$ cat src/hdl/bogm_pkg.sv
// Shared types and codes for the box occupancy grid marker.
`timescale 1ns / 1ps
package bogm_pkg;

   localparam int FUNC_BITS      = 2;
   localparam int STATUS_BITS    = 2;
   localparam int CSR_INDEX_BITS = 3;
   localparam int CELL_SIZE_BITS = 16;
   localparam int EXPANSION_BITS = 16;

   typedef enum logic [FUNC_BITS-1:0] {
      FUNC_LOAD  = 2'd0,
      FUNC_QUERY = 2'd1,
      FUNC_CLEAR = 2'd2
   } func_type;

   typedef enum logic [STATUS_BITS-1:0] {
      STATUS_OK      = 2'd0,
      STATUS_FULL    = 2'd1,
      STATUS_OUTSIDE = 2'd2
   } status_type;

   typedef enum logic [CSR_INDEX_BITS-1:0] {
      CSR_ORIGIN_X  = 3'd0,
      CSR_ORIGIN_Y  = 3'd1,
      CSR_CELL_SIZE = 3'd2,
      CSR_EXPANSION = 3'd3,
      CSR_GRID_COLS = 3'd4,
      CSR_GRID_ROWS = 3'd5
   } csr_index_type;

   typedef enum logic [5:0] {
      ST_IDLE   = 6'b000001,
      ST_DECODE = 6'b000010,
      ST_MUL    = 6'b000100,
      ST_CORNER = 6'b001000,
      ST_SCAN   = 6'b010000,
      ST_DONE   = 6'b100000
   } state_type;

   typedef struct packed {
      logic capture;
      logic store;
      logic clear;
      logic set_full;
      logic set_outside;
      logic mul;
      logic corner;
      logic scan_step;
      logic record_hit;
      logic finish;
   } ctrl_cmd_type;

   typedef struct packed {
      func_type func;
      logic     full;
      logic     outside;
      logic     empty;
      logic     hit;
      logic     last;
   } ctrl_sts_type;

endpackage

$ cat src/hdl/bogm_controller.sv
// Sequencing state machine for load, query and clear items.
`timescale 1ns / 1ps
module bogm_controller import bogm_pkg::*; (
   input  logic         clock,
   input  logic         reset,
   input  logic         start,
   output logic         busy,
   input  ctrl_sts_type sts,
   output ctrl_cmd_type cmd
);

   state_type state_ff, state_in;

   always_ff @(posedge clock) begin
      if (reset) begin
         state_ff <= ST_IDLE;
      end else begin
         state_ff <= state_in;
      end
   end

   always_comb begin
      state_in = state_ff;
      cmd      = '0;
      busy     = 1'b1;
      case (state_ff)
         ST_IDLE: begin
            busy        = 1'b0;
            cmd.capture = start;
            if (start) begin
               state_in = ST_DECODE;
            end
         end
         ST_DECODE: begin
            state_in = ST_DONE;
            case (sts.func)
               FUNC_LOAD: begin
                  cmd.set_full = sts.full;
                  cmd.store    = !sts.full;
               end
               FUNC_QUERY: begin
                  if (sts.outside) begin
                     cmd.set_outside = 1'b1;
                  end else begin
                     state_in = ST_MUL;
                  end
               end
               FUNC_CLEAR: begin
                  cmd.clear = 1'b1;
               end
               default: begin
               end
            endcase
         end
         ST_MUL: begin
            cmd.mul  = 1'b1;
            state_in = ST_CORNER;
         end
         ST_CORNER: begin
            cmd.corner = 1'b1;
            state_in   = sts.empty ? ST_DONE : ST_SCAN;
         end
         ST_SCAN: begin
            if (sts.hit) begin
               cmd.record_hit = 1'b1;
               state_in       = ST_DONE;
            end else if (sts.last) begin
               state_in = ST_DONE;
            end else begin
               cmd.scan_step = 1'b1;
            end
         end
         ST_DONE: begin
            cmd.finish = 1'b1;
            state_in   = ST_IDLE;
         end
         default: begin
            state_in = ST_IDLE;
         end
      endcase
   end

   // The scan is only entered with at least one stored box.
   a_scan_nonempty: assert property (@(posedge clock) disable iff (reset)
      (state_ff == ST_SCAN) |-> !sts.empty)
      else $error("box scan running over an empty table");

   // An accepted beat always makes the block busy on the next cycle.
   a_accept_busy: assert property (@(posedge clock) disable iff (reset)
      (start && !busy) |=> busy)
      else $error("accepted beat did not start work");

endmodule

$ cat config.mk
export PLATFORM = sky130hd
export DESIGN_NAME = bogm_controller
export DESIGN_NICKNAME = d
export VERILOG_FILES = /design/src/hdl/bogm_pkg.sv /design/src/hdl/bogm_controller.sv
export SDC_FILE = /design/constraint.sdc
export NUM_CORES = 1
export LEC_CHECK = 0
export BUFFER_PORTS_ARGS = -buffer_cell sky130_fd_sc_hd__buf_2
export CAP_MARGIN = 20
export CORE_AREA = 2 2 39 41
export CTS_BUF_LIST = sky130_fd_sc_hd__clkbuf_8
export DETAILED_ROUTE_END_ITERATION = 10
export DIE_AREA = 0 0 41 43
export GPL_ROUTABILITY_DRIVEN = 0
export GPL_TIMING_DRIVEN = 0
export PLACE_DENSITY = 0.71
export SYNTH_ARGS = -nofsm -noshare
export SYNTH_HDL_FRONTEND = slang
export SYNTH_SLANG_ARGS = --single-unit
$ cat constraint.sdc
create_clock -name clock -period 4.9 [get_ports clock]
set_input_delay 0.735 -clock clock [delete_from_list [all_inputs] [get_ports clock]]
set_output_delay 0.735 -clock clock [all_outputs]
set_load 0.02 [all_outputs]
# Word-level counts from Yosys, hierarchy flattened
# Cells that the tools add are included.
[totals] output_inout_bits=11 reg_bits=6
[classes] eq_ne=10 n_reduce_logical=3 mux=22
[op_table] operator="$mux 6" count=6
[op_table] operator="$pmux 6 s5" count=1
[op_table] operator="$mux 1" count=13
[op_table] operator="$eq 6x1->1 const B" count=1
[op_table] operator="$eq 6x2->1 const B" count=1
[op_table] operator="$eq 6x3->1 const B" count=1
[op_table] operator="$eq 6x4->1 const B" count=1
[op_table] operator="$eq 6x5->1 const B" count=1
[op_table] operator="$eq 6x6->1 const B" count=1
[op_table] operator="$mux 4" count=1
[op_table] operator="$ne 3x3->1 const B" count=1
[op_table] operator="$eq 2x1->1 const B" count=1
[op_table] operator="$eq 2x2->1 const B" count=1
[op_table] operator="$logic_not 2->1" count=1
[op_table] operator="$mux 2" count=1
[op_table] operator="$ne 2x2->1 const B" count=1
[op_table] operator="$reduce_and 2->1" count=1
[op_table] operator="$logic_not 1->1" count=1

# Logic depth before layout (Yosys ltp)
[logic_depth] word_depth=3 depth_mapped=5

# Worst setup path after synthesis
# OpenSTA, ideal clock, no wires.
[synth_timing] path_kind="reg-to-output" start="reg state_ff[4]" end="out cmd[8] (netlist bit)" stages_incl_launch_ff=5 t_arrival_ns=1.851 t_required_ns=4.165 path_slack_ns=2.314 cell_sequence="dfxtp_1 buf_6 or4_4 or2_2 nor4_1"
[synth_rtl] item="from (decl)" line="bogm_controller.sv:12" rtl="state_type state_ff, state_in;"
[synth_rtl] item="from (signal assigned)" line="bogm_controller.sv:18" rtl="state_ff <= state_in;"
[synth_rtl] item="to (decl)" line="bogm_controller.sv:9" rtl="output ctrl_cmd_type cmd"

==> impl_results.md <==
* Hold WS at 0.550 ns
* Fin Setup TNS at 0 ns
* Hold-fix buffers at CTS at 0
* Dpl hpwl at 755 um
* Final Cycle Share at 53.2%
* Met1 Wirelength at 387 um
* Async S/R FF share, synth at 0%
* Die Ht at 43 um
* Via count at 454
* Met3 WL at 55 um
* Highest Signal Layer: met4
* CTS tree: built
* Crit path required time at 4.16 ns
* Seq/Total Area, Yosys at 28.7%
* Comb pwr share at 19.8%
* Number of global-route vias before repair at 365
* Yosys warnings at 0
* Post-DRT Antenna Nets at 0
* Post-synthesis sequential element count at 6
* Critical path, cell by cell: clkbuf_1 -> or4_4 -> or2_2 -> nor3b_1 -> buf_2
* Setup ws final at 2.29 ns
* Fin nets at 86
* Critical Path Sink Type: output port
* Boundary pin count at 21
* # diodes at 0
* Max incr delay on CP at 0.49 ns
* Post-CTS sizing at 0
* Crit-path slowest cell: or4_4
* Pint at 0.000117 W
* EDFF count, synth at 0
* Clk sinks at 6
* Max Cap Viol at 0
* Sw Pwr at 0.0000372 W
* FILL cells at 146
* Critical path class: reg -> out
* Initial antenna violation count at 0
* Slew Limit Fails at 0
* Cell Pwr Density at 265 nW/um^2
* Crit Reg-Reg Startpoint: state_ff[0]$_SDFFE_PP1P_
* Peak VDD IR at 0.000101 V
* Die Width at 41 um
* Switching share of power at 24.2%
* Clk slew on worst S/H paths at 0.03 ns
* CP startpoint: state_ff[0]$_SDFFE_PP1P_
* Largest net degree at the start of global routing at 11
* Post-synthesis instance total at 51
* Core area at 1380 um^2
* Share of the core filled with cells at 42.0%
* Total CTS buffers at 3
* Mapped cell area at 419 um^2
* DR WL/cell at 10.4 um
* Tightest Hold Check Type: reg -> reg
* Rel. slew slack at 62.3%
* Fmax at 384 MHz
* Min cycle time layout at 2.61 ns
* Total grt overflow at 0
* Seq pwr share at 33.7%
* Max FO, Critical Path at 10
* RSZ-0062 raised after global routing: false
* GRT Overall Usage at 11.9%
* Final setup viols at 0
* Leakage power total at 0.272 nW
* Starting density of the core at 30.3%
* PortBufs at 20
* HP Start: state_ff[5]$_SDFFE_PP0P_
* Synth unique cells at 27
* Reg with most FFs: state_ff
* Fraction of layout cells with a size suffix above 1 at 39.2%
* Outcome: finished, final reports clean
* Root buffer cell: clkbuf_8
* Top flop regs: state_ff (6)
* Reg2reg setup slack at 3.11 ns
* Vias per inst at 5.04
* Clock power frac at 46.4%
* Commonest cells after routing, fill and taps aside: buf_2, dfxtp_1, nor3_1
* Syn nets at 61
* Pre-CTS setup slack at 2.52 ns
* CP Data Arrival Time at 1.87 ns
* Clock Latency Late Sink at 0.22 ns
* DRT Pass-1 Iters at 4
* Routed length on met2 at 487 um
* Layout overhead on the synthesized area at 38.5%
* Post-CTS Repair Setup Buffers at 0
* Clk_skew at 0.00111 ns
* Clk buf depth at 2
* Final hold violation count at 0
* Max FFs per register at 6
* Die ar. at 1760 um^2
* DRT Wirelength at 938 um
* Most common cell after layout, fill and taps aside: buf_2
* First-pass GRT wire length at 1.38 mm
* Drt initial violations at 14
* Residual DRC at 0
* CTS H-tree lvls at 1
* Startpoint Class: flop
* FP Rows at 14
* Worst Tran Pin Value at 0.560 ns
* Ys flop type: dfxtp_1
* Syn avg cell area at 8.22 um^2
## per-stage QoR
| stage | instance area, um^2 | std cells | power [W] |
|---|---|---|---|
| CTS | 581 | 90 | 0.000156 |
| global placement | 539 | 87 | 0.0000827 |
| global route | 581 | 90 | 0.000162 |
| finish | 581 | 90 | 0.000154 |
| detailed placement | 539 | 87 | 0.0000829 |
| floorplan | 419 | 51 | 0.0000727 |
## final timing paths
path,cells past startpoint,to
worst min register to register,1,state_ff[5]$_SDFFE_PP0P_
worst min-delay path,1,state_ff[5]$_SDFFE_PP0P_
worst max-delay path,5,cmd[7]
worst max register to register,4,state_ff[5]$_SDFFE_PP0P_
## synth_stat cells (all sizes together), types with 2 or more instances
cell type / instances / area [um^2]
a21oi: 3 / 15.0
and2: 2 / 12.5
and3: 2 / 12.5
and3b: 3 / 28.8
dfxtp: 6 / 120
inv: 2 / 7.51
nand2: 3 / 11.3
nand2b: 2 / 12.5
nor2: 2 / 7.51
nor3: 5 / 25.0
nor3b: 3 / 22.5
nor4: 3 / 18.8
o21a: 2 / 15.0
## power by group through the flow
stage | Combinational, W | Clock (W) | Sequential [W]
2_1_floorplan | 0.0000203 | 0 | 0.0000524
3_3_place_gp | 0.0000301 | 0 | 0.0000526
3_5_place_dp | 0.0000302 | 0 | 0.0000527
5_1_grt | 0.0000344 | 0.0000756 | 0.0000524
4_1_cts | 0.0000305 | 0.0000740 | 0.0000520
6_report | 0.0000305 | 0.0000715 | 0.0000520
## worst max-delay path, delay by kind of cell (launching register included)
| family | cells | cell delay, ns |
|---|---|---|
| buffers and inverters | 2 | 0.39 |
| DFF | 1 | 0.28 |
| and+or+nand+nor | 3 | 0.98 |
## per-layer routing
layer  up-vias  global-route usage [%]
met3         2                    3.14
met4         0                    10.0
li1        238                       -
met2        11                    18.8
met5         -                       0
met1       203                    12.0
## layout make-up
| cell class | count | area [um^2] | area share (%) |
|---|---|---|---|
| Timing Repair Buffer | 20 | 100 | 17.2 |
| Inverter | 2 | 7.51 | 1.29 |
| Multi-Input combinational cell | 41 | 277 | 47.6 |
| Tap cell | 16 | 20.0 | 3.45 |
| Clock buffer | 3 | 41.3 | 7.11 |
| Buffer | 2 | 15.0 | 2.59 |
| Sequential cell | 6 | 120 | 20.7 |
## cell families after synthesis
family          after synthesis  synth area share [%]
flops                         6                  28.7
buf+inv                       4                  5.37
simple gates                 31                  47.8
xor+xnor                      1                  2.09
compound gates                9                  16.1
Power figures use the tool's default switching activity.
